File: config.mk
export PLATFORM = sky130hd
export DESIGN_NAME = terminal_keyboard_screen_device_core
export DESIGN_NICKNAME = d
export VERILOG_FILES = /design/src/hdl/tksd_pkg.sv /design/src/hdl/tksd_ram.sv /design/src/hdl/tksd_cell.sv /design/src/hdl/terminal_keyboard_screen_device_core.sv
export SDC_FILE = /design/constraint.sdc
export NUM_CORES = 2
export LEC_CHECK = 0
export BUFFER_PORTS_ARGS = -buffer_cell sky130_fd_sc_hd__buf_2
export CAP_MARGIN = 5
export CORE_ASPECT_RATIO = 0.6
export CORE_UTILIZATION = 40
export CTS_CLUSTER_SIZE = 25
export DETAILED_ROUTE_END_ITERATION = 10
export PLACE_DENSITY_LB_ADDON = 0.2
export SYNTH_ARGS = -nofsm -noshare
export SYNTH_HDL_FRONTEND = slang
export SYNTH_SLANG_ARGS = --single-unit
File: constraint.sdc
create_clock -name clk -period 7.3 [get_ports clk]
set_clock_uncertainty 0.05 [all_clocks]
set_input_delay 1.095 -clock clk [delete_from_list [all_inputs] [get_ports clk]]
set_output_delay 1.095 -clock clk [all_outputs]
set_load 0.05 [all_outputs]
File: src/hdl/tksd_pkg.sv
`timescale 1ns / 1ps
// ----------------------------------------------------------------------------
// tksd_pkg
// Shared types, codes and sizes of the terminal keyboard/screen device.
// ----------------------------------------------------------------------------
package tksd_pkg;

	// line geometry
	localparam int LINE_MAX = 64;
	localparam int IDX_W    = $clog2(LINE_MAX);
	localparam int LS_W     = 7;
	localparam int CHAR_W   = 8;

	// character codes
	localparam logic [CHAR_W-1:0] CH_NEWLINE = 8'd10;
	localparam logic [CHAR_W-1:0] CH_SPACE   = 8'd32;
	localparam logic [CHAR_W-1:0] CH_NONE    = 8'd0;

	// smallest usable line size
	localparam logic [LS_W-1:0] LS_MIN = 7'd3;

	// function codes carried with each item
	typedef enum logic [2:0] {
		FUNC_READ  = 3'd0,
		FUNC_WRITE = 3'd1,
		FUNC_KEY   = 3'd2,
		FUNC_TICK  = 3'd3,
		FUNC_CLEAR = 3'd4,
		FUNC_PEEK  = 3'd5
	} func_t;

	// register indexes
	typedef enum logic [1:0] {
		REG_KEY_DATA  = 2'd0,
		REG_KEY_STAT  = 2'd1,
		REG_SCR_DATA  = 2'd2,
		REG_SCR_STAT  = 2'd3
	} reg_t;

	// result status
	typedef enum logic [1:0] {
		ST_OK      = 2'd0,
		ST_BUSY    = 2'd1,
		ST_INVALID = 2'd2
	} status_t;

	// screen mode
	typedef enum logic [1:0] {
		MODE_NORMAL = 2'd0,
		MODE_SCROLL = 2'd1,
		MODE_CLEAR  = 2'd2
	} mode_t;

	// control sequencer phase
	typedef enum logic [1:0] {
		PH_IDLE = 2'd0,
		PH_EXEC = 2'd1,
		PH_FORM = 2'd2
	} phase_t;

	// operation broadcast to the row of screen cells
	typedef enum logic [1:0] {
		CELL_HOLD   = 2'd0,
		CELL_SHIFT  = 2'd1,
		CELL_PUT    = 2'd2,
		CELL_SCROLL = 2'd3
	} cell_op_t;

	typedef struct packed {
		cell_op_t          op;
		logic [IDX_W-1:0]  pos;
		logic [CHAR_W-1:0] wr_char;
		logic [IDX_W-1:0]  peek_pos;
	} cell_ctrl_t;

endpackage

File: src/hdl/tksd_ram.sv
`timescale 1ns / 1ps
// ----------------------------------------------------------------------------
// tksd_ram
// Generic single-write, single-read RAM with registered read data.
// ----------------------------------------------------------------------------
module tksd_ram #(
	parameter int WIDTH = 8,
	parameter int DEPTH = 64
) (
	input  logic                     clk,
	input  logic                     we,
	input  logic [$clog2(DEPTH)-1:0] waddr,
	input  logic [WIDTH-1:0]         wdata,
	input  logic [$clog2(DEPTH)-1:0] raddr,
	output logic [WIDTH-1:0]         rdata
);

	logic [WIDTH-1:0] mem_q [DEPTH];
	logic [WIDTH-1:0] rdata_q;

	// write port
	always_ff @(posedge clk) begin
		if (we) begin
			mem_q[waddr] <= wdata;
		end
	end

	// registered read port
	always_ff @(posedge clk) begin
		rdata_q <= mem_q[raddr];
	end

	assign rdata = rdata_q;

endmodule

File: src/hdl/tksd_cell.sv
`timescale 1ns / 1ps
// ----------------------------------------------------------------------------
// tksd_cell
// One screen character cell; takes its right neighbor on shift, or at pos on scroll.
// ----------------------------------------------------------------------------
module tksd_cell (
	input  logic                              clk,
	input  logic [tksd_pkg::IDX_W-1:0]        idx,
	input  tksd_pkg::cell_ctrl_t              ctrl,
	input  logic [tksd_pkg::CHAR_W-1:0]       right_data,
	output logic [tksd_pkg::CHAR_W-1:0]       data,
	output logic [tksd_pkg::CHAR_W-1:0]       peek_data
);

	logic [tksd_pkg::CHAR_W-1:0] data_q;
	logic [tksd_pkg::CHAR_W-1:0] data_d;
	logic                        at_pos;
	logic                        after_pos;

	// position decode: this cell, or the one right after the target
	assign at_pos    = (idx == ctrl.pos);
	assign after_pos = ({1'b0, idx} == ({1'b0, ctrl.pos} + (tksd_pkg::IDX_W+1)'(1)));

	// next character
	always_comb begin
		data_d = data_q;
		unique case (ctrl.op)
			tksd_pkg::CELL_HOLD: begin
				data_d = data_q;
			end
			tksd_pkg::CELL_SHIFT: begin
				data_d = right_data;
			end
			tksd_pkg::CELL_PUT: begin
				if (at_pos) begin
					data_d = ctrl.wr_char;
				end
			end
			tksd_pkg::CELL_SCROLL: begin
				if (at_pos) begin
					data_d = right_data;
				end else if (after_pos) begin
					data_d = tksd_pkg::CH_SPACE;
				end
			end
			default: begin
				data_d = data_q;
			end
		endcase
	end

	always_ff @(posedge clk) begin
		data_q <= data_d;
	end

	// read-back contribution, or-ed across the row
	assign data      = data_q;
	assign peek_data = (idx == ctrl.peek_pos) ? data_q : tksd_pkg::CH_NONE;

endmodule

File: src/hdl/terminal_keyboard_screen_device_core.sv
`timescale 1ns / 1ps
// ----------------------------------------------------------------------------
// terminal_keyboard_screen_device_core
// Terminal with keyboard queue and one-line screen behind four registers.
//
// channel  | dir | fields (lsb first)
// s_       | in  | tuser: func; tdata: reg_index, write_value, key_char, peek_pos
// m_       | out | tdata: read_value, status, screen_char, screen_length,
//          |     |        keys_waiting, screen_mode
// cfg_     | in  | line_size write, no read-back
//
// Each item passes through accept, state update and result forming, the
// phases of the three-phase sequencer; the keyboard RAM read is registered.
// The next item is accepted while a result waits on m_; a stall on m_ holds
// the sequencer in its forming phase. Reset clears all control state and sets
// line_size to 64; screen cells and queue RAM need no clearing.
// ----------------------------------------------------------------------------
module terminal_keyboard_screen_device_core (
	input  logic        clk,
	input  logic        arst_n,
	// transfer in
	input  logic        s_tvalid,
	output logic        s_tready,
	input  logic [23:0] s_tdata,  // reg_index[1:0], write_value[9:2], key_char[17:10],
	                              // peek_pos[23:18]
	input  logic [2:0]  s_tuser,  // func[2:0]
	// transfer out
	output logic        m_tvalid,
	input  logic        m_tready,
	output logic [31:0] m_tdata,  // read_value[7:0], status[9:8], screen_char[17:10],
	                              // screen_length[23:18], keys_waiting[29:24],
	                              // screen_mode[31:30]
	// configuration
	input  logic        cfg_wen,
	input  logic [6:0]  cfg_wdata
);

	localparam int IDX_W  = tksd_pkg::IDX_W;
	localparam int CHAR_W = tksd_pkg::CHAR_W;
	localparam int LS_W   = tksd_pkg::LS_W;
	localparam int LMAX   = tksd_pkg::LINE_MAX;

	// sequencer and state
	tksd_pkg::phase_t   phase_q, phase_d;
	tksd_pkg::mode_t    mode_q, mode_d;
	logic [IDX_W-1:0]   key_head_q, key_head_d;
	logic [IDX_W-1:0]   key_count_q, key_count_d;
	logic [IDX_W-1:0]   screen_len_q, screen_len_d;
	logic [IDX_W-1:0]   scroll_pos_q, scroll_pos_d;
	logic [LS_W-1:0]    line_size_q;
	logic [LS_W-1:0]    eff_size;

	// captured item
	logic [2:0]         func_q;
	logic [1:0]         reg_index_q;
	logic [CHAR_W-1:0]  write_value_q;
	logic [CHAR_W-1:0]  key_char_q;
	logic [IDX_W-1:0]   peek_pos_q;

	// per-item results
	logic [CHAR_W-1:0]  read_value_q, read_value_d;
	tksd_pkg::status_t  status_q, status_d;

	// output register
	logic               m_tvalid_q;
	logic [31:0]        m_tdata_q;
	logic               out_free;
	logic               out_load;

	// keyboard ram
	logic               ram_we;
	logic [IDX_W-1:0]   ram_waddr;
	logic [CHAR_W-1:0]  ram_rdata;
	logic [IDX_W:0]     tail_sum;
	logic [IDX_W-1:0]   key_tail;

	// screen cell row
	tksd_pkg::cell_ctrl_t cell_ctrl;
	logic [CHAR_W-1:0]  cell_data [LMAX];
	logic [CHAR_W-1:0]  cell_peek [LMAX];
	logic [CHAR_W-1:0]  peek_or;
	logic [CHAR_W-1:0]  screen_char;

	logic               s_accept;

	assign s_tready = (phase_q == tksd_pkg::PH_IDLE);
	assign s_accept = s_tvalid && s_tready;
	assign out_free = !m_tvalid_q || m_tready;
	assign out_load = (phase_q == tksd_pkg::PH_FORM) && out_free;

	// effective line size, saturated to the supported range
	always_comb begin
		if (line_size_q < tksd_pkg::LS_MIN) begin
			eff_size = tksd_pkg::LS_MIN;
		end else if (line_size_q > LS_W'(LMAX)) begin
			eff_size = LS_W'(LMAX);
		end else begin
			eff_size = line_size_q;
		end
	end

	// queue tail with ring wrap
	assign tail_sum = {1'b0, key_head_q} + {1'b0, key_count_q};
	always_comb begin
		if (tail_sum >= (IDX_W+1)'(LMAX)) begin
			key_tail = IDX_W'(tail_sum - (IDX_W+1)'(LMAX));
		end else begin
			key_tail = tail_sum[IDX_W-1:0];
		end
	end
	assign ram_waddr = key_tail;

	// configuration register
	always_ff @(posedge clk or negedge arst_n) begin
		if (!arst_n) begin
			line_size_q <= LS_W'(LMAX);
		end else if (cfg_wen) begin
			line_size_q <= cfg_wdata;
		end
	end

	// capture the accepted item
	always_ff @(posedge clk) begin
		if (s_accept) begin
			func_q        <= s_tuser;
			reg_index_q   <= s_tdata[1:0];
			write_value_q <= s_tdata[9:2];
			key_char_q    <= s_tdata[17:10];
			peek_pos_q    <= s_tdata[23:18];
		end
	end

	// sequencer next phase
	always_comb begin
		phase_d = phase_q;
		unique case (phase_q)
			tksd_pkg::PH_IDLE: begin
				if (s_accept) begin
					phase_d = tksd_pkg::PH_EXEC;
				end
			end
			tksd_pkg::PH_EXEC: begin
				phase_d = tksd_pkg::PH_FORM;
			end
			tksd_pkg::PH_FORM: begin
				if (out_free) begin
					phase_d = tksd_pkg::PH_IDLE;
				end
			end
			default: begin
				phase_d = tksd_pkg::PH_IDLE;
			end
		endcase
	end

	// state update for the item in the execute phase
	always_comb begin
		key_head_d        = key_head_q;
		key_count_d       = key_count_q;
		screen_len_d      = screen_len_q;
		scroll_pos_d      = scroll_pos_q;
		mode_d            = mode_q;
		read_value_d      = read_value_q;
		status_d          = status_q;
		ram_we            = 1'b0;
		cell_ctrl.op      = tksd_pkg::CELL_HOLD;
		cell_ctrl.pos     = screen_len_q;
		cell_ctrl.wr_char = write_value_q;
		cell_ctrl.peek_pos = peek_pos_q;
		if (phase_q == tksd_pkg::PH_EXEC) begin
			read_value_d = tksd_pkg::CH_NONE;
			status_d     = tksd_pkg::ST_OK;
			unique case (func_q)
				tksd_pkg::FUNC_READ: begin
					unique case (reg_index_q)
						tksd_pkg::REG_KEY_DATA: begin
							if (key_count_q == '0) begin
								status_d = tksd_pkg::ST_BUSY;
							end else begin
								read_value_d = ram_rdata;
								key_count_d  = key_count_q - IDX_W'(1);
								if (key_head_q == IDX_W'(LMAX - 1)) begin
									key_head_d = '0;
								end else begin
									key_head_d = key_head_q + IDX_W'(1);
								end
							end
						end
						tksd_pkg::REG_KEY_STAT: begin
							read_value_d = CHAR_W'(key_count_q != '0);
						end
						tksd_pkg::REG_SCR_DATA: begin
							status_d = tksd_pkg::ST_INVALID;
						end
						tksd_pkg::REG_SCR_STAT: begin
							read_value_d = CHAR_W'(mode_q == tksd_pkg::MODE_NORMAL);
						end
						default: begin
							status_d = tksd_pkg::ST_INVALID;
						end
					endcase
				end
				tksd_pkg::FUNC_WRITE: begin
					if (reg_index_q != tksd_pkg::REG_SCR_DATA) begin
						status_d = tksd_pkg::ST_INVALID;
					end else if (mode_q != tksd_pkg::MODE_NORMAL) begin
						status_d = tksd_pkg::ST_BUSY;
					end else if (write_value_q == tksd_pkg::CH_NEWLINE) begin
						mode_d = tksd_pkg::MODE_CLEAR;
					end else if (write_value_q != tksd_pkg::CH_NONE) begin
						// append at the end of the line, scroll when one short of the line size
						cell_ctrl.op = tksd_pkg::CELL_PUT;
						screen_len_d = screen_len_q + IDX_W'(1);
						if (({2'b00, screen_len_q} + (IDX_W+2)'(2)) >=
						    {{(IDX_W+2-LS_W){1'b0}}, eff_size}) begin
							mode_d       = tksd_pkg::MODE_SCROLL;
							scroll_pos_d = '0;
						end
					end
				end
				tksd_pkg::FUNC_KEY: begin
					if ((key_char_q != tksd_pkg::CH_NONE) &&
					    (({2'b00, key_count_q} + (IDX_W+2)'(2)) <
					     {{(IDX_W+2-LS_W){1'b0}}, eff_size})) begin
						ram_we      = 1'b1;
						key_count_d = key_count_q + IDX_W'(1);
					end
				end
				tksd_pkg::FUNC_TICK: begin
					if (mode_q == tksd_pkg::MODE_SCROLL) begin
						if (({1'b0, scroll_pos_q} + (IDX_W+1)'(1)) < {1'b0, screen_len_q}) begin
							cell_ctrl.op  = tksd_pkg::CELL_SCROLL;
							cell_ctrl.pos = scroll_pos_q;
							scroll_pos_d  = scroll_pos_q + IDX_W'(1);
						end else begin
							if (scroll_pos_q < screen_len_q) begin
								screen_len_d = scroll_pos_q;
							end
							mode_d = tksd_pkg::MODE_NORMAL;
						end
					end else if (mode_q == tksd_pkg::MODE_CLEAR) begin
						// drop the leading character
						if (screen_len_q != '0) begin
							cell_ctrl.op = tksd_pkg::CELL_SHIFT;
							screen_len_d = screen_len_q - IDX_W'(1);
						end
						if (screen_len_q <= IDX_W'(1)) begin
							mode_d = tksd_pkg::MODE_NORMAL;
						end
					end
				end
				tksd_pkg::FUNC_CLEAR: begin
					screen_len_d = '0;
					mode_d       = tksd_pkg::MODE_NORMAL;
				end
				tksd_pkg::FUNC_PEEK: begin
					status_d = tksd_pkg::ST_OK;
				end
				default: begin
					status_d = tksd_pkg::ST_INVALID;
				end
			endcase
		end
	end

	// control registers
	always_ff @(posedge clk or negedge arst_n) begin
		if (!arst_n) begin
			phase_q      <= tksd_pkg::PH_IDLE;
			mode_q       <= tksd_pkg::MODE_NORMAL;
			key_head_q   <= '0;
			key_count_q  <= '0;
			screen_len_q <= '0;
			scroll_pos_q <= '0;
		end else begin
			phase_q      <= phase_d;
			mode_q       <= mode_d;
			key_head_q   <= key_head_d;
			key_count_q  <= key_count_d;
			screen_len_q <= screen_len_d;
			scroll_pos_q <= scroll_pos_d;
		end
	end

	// per-item result registers
	always_ff @(posedge clk) begin
		read_value_q <= read_value_d;
		status_q     <= status_d;
	end

	// keyboard queue storage
	tksd_ram #(
		.WIDTH (CHAR_W),
		.DEPTH (LMAX)
	) u_key_ram (
		.clk   (clk),
		.we    (ram_we),
		.waddr (ram_waddr),
		.wdata (key_char_q),
		.raddr (key_head_q),
		.rdata (ram_rdata)
	);

	// row of screen cells, each fed by its right neighbor, the last by itself
	for (genvar i = 0; i < LMAX; i++) begin : g_cell
		logic [CHAR_W-1:0] right_data;
		if (i == LMAX - 1) begin : g_last
			assign right_data = cell_data[i];
		end else begin : g_mid
			assign right_data = cell_data[i+1];
		end
		tksd_cell u_cell (
			.clk        (clk),
			.idx        (IDX_W'(i)),
			.ctrl       (cell_ctrl),
			.right_data (right_data),
			.data       (cell_data[i]),
			.peek_data  (cell_peek[i])
		);
	end

	// gather the peeked character across the row
	always_comb begin
		peek_or = tksd_pkg::CH_NONE;
		for (int i = 0; i < LMAX; i++) begin
			peek_or = peek_or | cell_peek[i];
		end
	end
	assign screen_char = (peek_pos_q < screen_len_q) ? peek_or : tksd_pkg::CH_NONE;

	// output register
	always_ff @(posedge clk or negedge arst_n) begin
		if (!arst_n) begin
			m_tvalid_q <= 1'b0;
		end else if (out_load) begin
			m_tvalid_q <= 1'b1;
		end else if (m_tready) begin
			m_tvalid_q <= 1'b0;
		end
	end

	always_ff @(posedge clk) begin
		if (out_load) begin
			m_tdata_q <= {mode_q, key_count_q, screen_len_q, screen_char,
			              status_q, read_value_q};
		end
	end

	assign m_tvalid = m_tvalid_q;
	assign m_tdata  = m_tdata_q;

endmodule

==> results.tsv <==
stage	metric	value	unit
critical_path	cp.required	7610	ps
synth	synth_edf_count	1093	
finish	final_area	57730	um^2
floorplan	die_area	128300	um^2
power	power_frac_seq	0.458	
cts	numCtsBuffers	109	
synth	yosysTopAreaCell	edfxtp_1	
finish	drive_gt1_frac	0.1739	
finish	fillers	11390	
finish	final_common_cell	edfxtp_1	
sta	finalSetupViolCount	0	
cts	cts_hold_repair.buffers	0	
placed_design	gp_congestion	1.119	
finish	layout.cells.most_common_list	edfxtp_1, nand2_1, a22oi_1	
cts	cts_tree	done	
finish	area_delta_synth_final	13.81	%
power	power.switching	5.472	mW
route	routed_via_density	6.859	
power	peakVddDrop	0.2147	mV
synth	synth.net_count	3863	
critical_path	startpoint_type	flip-flop	
power	internal-power	11.71	mW
floorplan	io_pins	73	
sta	fin_crit_sh	0.7992	
cts	htree_levels	3	
synth	syn_avg_cell_area	13.44	um^2
hold_path	min_path_type	in -> async	
run	cap_violations	0	
sta	max-slew-margin-rel	0.03576	
synth	ys.flop_type	edfxtp_1	
synth	ys_warn_count	0	
route	dr.pass1.iters	6	
critical_path	slowest_stage	nor2_1	
route	drtIter0Drc	8117	
critical_path	crit_buf_inv	3	
critical_path	rr_endpoint	g_cell[16].u_cell.data[7]	
route	routedWlPerCell	48.23	um
critical_path	path_class	reg -> reg	
floorplan	rows	100	
outcome	status	complete, no violations	
cts	cts_sinks	1137	
cts	cts_setup_buffers	0	
cts	cts_buffer_depth	3	
critical_path	r2r_start	screen_len_q[2]	
critical_path	crit_path_end_kind	flip-flop	
placed_design	dp_hpwl	214.9	mm
route	routed.top_layer	met5	
sta	min_period	5834	ps
power	pwr-share-clk	0.349	
critical_path	slowest_delay	990	ps
cts	clk_latency	770	ps
cts	clk_pin_slew_worst_paths	60	ps
synth	synth_cell_types	86	
placed_design	io_buffers	72	
power	powerDensity	297.7	nW/um^2
global_routing	track_usage	0.4285	
sta	tns	0	ps
sta	hold_violations	0	
finish	multi_input_area	15970	um^2
power	leakagePower	21.22	nW
critical_path	cp_top_family	compound AO/OA/AOI/OAI gates	
sta	tightest_slew	1446	ps
floorplan	start_util	0.4062	
route	wl_met1	123.1	mm
synth	synth_top_area_frac	0.6471	
placed_design	dpl_cell_area	54020	um^2
critical_path	ff2ff_path_depth	11	
floorplan	fp.dieW	461.7	um
global_routing	overflow	0	
critical_path	critPathMaxFanout	29	
global_routing	antenna_found_initial	38	
global_routing	grt_max_degree	134	
route	route.detailed.drc	0	
critical_path	rrSetupSlack	1470	ps
synth	ys_seq_area_frac	0.6681	
cts	cts_resized	0	
route	num_vias	39410	
synth	synth_area_leaders	edfxtp_1, mux4_2, nand2_1	
synth	synth_area	50720	um^2
power	swShare	0.3184	
route	ant_nets	0	
sta	drv_slew	0	
cts	cts-root-buf	clkbuf_16	
synth	synth_seq_cells	1137	
global_routing	grt_pass1_vias	34460	
critical_path	path_cells	inv_1, ha_1, a21o_1, a31oi_1, o21a_1, buf_4, nand2_4, buf_4, o21ai_1, a21oi_1, nor2_1	
synth	async_reset_ff_frac	0.03166	
route	dr_wl_met2	89.41	mm
critical_path	cp.arrival	6140	ps
floorplan	dieHeight	277.8	um
synth	syn_inst	3773	
critical_path	cp_common_cell	buf_4	
floorplan	coreArea	124900	um^2
global_routing	grt_pass1_wl	353.8	mm
route	wl_met3	59.52	mm
finish	layout.nets	4046	
sta	timing.fmax	0.1714	GHz
finish	register_area	33890	um^2
sta	rsz0062_at_grt	no	
route	wirelength	277.1	mm
power	power_frac_comb	0.193	
-- metrics by stage --
stage          power [mW]  setup WS, ps  hold WS [ps]    util  std cells
5_1_grt             17.49          1447         371.7  0.4622       5739
3_3_place_gp        11.12          1675         352.4  0.4326       5528
4_1_cts             16.98          1652         364.6  0.4620       5732
3_5_place_dp        11.11          1665         355.2  0.4326       5528
2_1_floorplan       9.619          3487         350.3       -       3773
6_report            17.19          1466         360.9  0.4623       5746
-- flip-flops by register name, indices dropped and copies added, names as in the netlist, 7 cells and up --
name / cells
g_cell.u_cell.data: 512
key_char_q: 8
line_size_q: 7
m_tdata: 32
read_value_q: 8
u_key_ram.mem_q: 512
u_key_ram.rdata: 8
write_value_q: 8
-- worst register-to-register path: stages (launching register included) --
cell and delay, ps:
dfrtp_1 900, inv_1 390, ha_1 420, a21o_1 180, a31oi_1 260, o21a_1 180
buf_4 360, nand2_4 300, buf_4 350, o21ai_1 950, a21oi_1 140, nor2_1 990
-- cell families after synthesis --
group | share of synthesized area
and+or+nand+nor | 0.1144
DFF | 0.6681
xor gates and xnor gates | 0.005180
AOI/OAI and AO/OA | 0.1007
muxes | 0.07721
buffers and inverters | 0.02151
adders and majority gates | 0.01288
-- layout make-up --
type / count / area share
flip-flops and latches: 1137 / 0.5871
multi-input cells: 2372 / 0.2766
inverters: 79 / 0.005137
clock inverters: 74 / 0.01420
diodes: 14 / 0.0006069
repair buffers: 257 / 0.03052
clock buffers: 130 / 0.04933
well taps: 1683 / 0.03648
-- power by group through the flow --
stage / sequential [mW] / combinational (mW) / clock [mW]
6_report: 7.87 / 3.32 / 6.00
5_1_grt: 7.86 / 3.41 / 6.22
4_1_cts: 7.83 / 3.15 / 5.99
3_5_place_dp: 7.97 / 3.14 / 0
3_3_place_gp: 7.97 / 3.15 / 0
2_1_floorplan: 7.89 / 1.73 / 0
-- cell usage after synthesis (4+ instances only) --
cell type  count
a211oi_1       6
a21o_1       112
a21oi_1      169
a21oi_2       14
a221oi_1      22
a22o_1         5
a22oi_1      254
a31oi_1       18
and2_1        29
and3_1         4
buf_1         14
buf_2         46
buf_4          9
clkbuf_1     114
dfrtp_1       35
dfxtp_1        8
edfxtp_1    1093
ha_1          49
inv_1         77
mux2_2         9
mux4_2       168
nand2_1      896
nand2b_1      17
nand3_1       60
nand4_1       36
nand4b_1       5
nand4bb_1      5
nor2_1       214
nor2b_1        9
nor3_1        24
nor4_1        20
o21a_1        11
o21ai_0       53
o21ai_1       10
o22ai_1       15
o31ai_1       17
o41ai_1        4
or2_2         10
or4_1          8
or4b_2         4
xnor2_1       23
xor2_1         7
-- worst max-delay path by stage --
stage,startpoint,endpoint,slack [ps],cells past startpoint
floorplan,scroll_pos_q[1],g_cell[13].u_cell.data[0],3490,15
global placement,screen_len_q[2],g_cell[16].u_cell.data[6],1680,11
detailed placement,screen_len_q[2],g_cell[16].u_cell.data[7],1670,11
CTS,screen_len_q[2],g_cell[16].u_cell.data[7],1650,11
global route,screen_len_q[2],g_cell[16].u_cell.data[7],1450,11
finish,screen_len_q[2],g_cell[16].u_cell.data[7],1470,11
-- metal layers --
| layer | vias up | GRT usage |
|---|---|---|
| li1 | 14710 | - |
| met1 | 20660 | 0.6636 |
| met2 | 3708 | 0.4435 |
| met3 | 297 | 0.3250 |
| met4 | 38 | 0.06082 |
| met5 | - | 0.05966 |
Note: power is estimated with default switching activity, not from simulation.
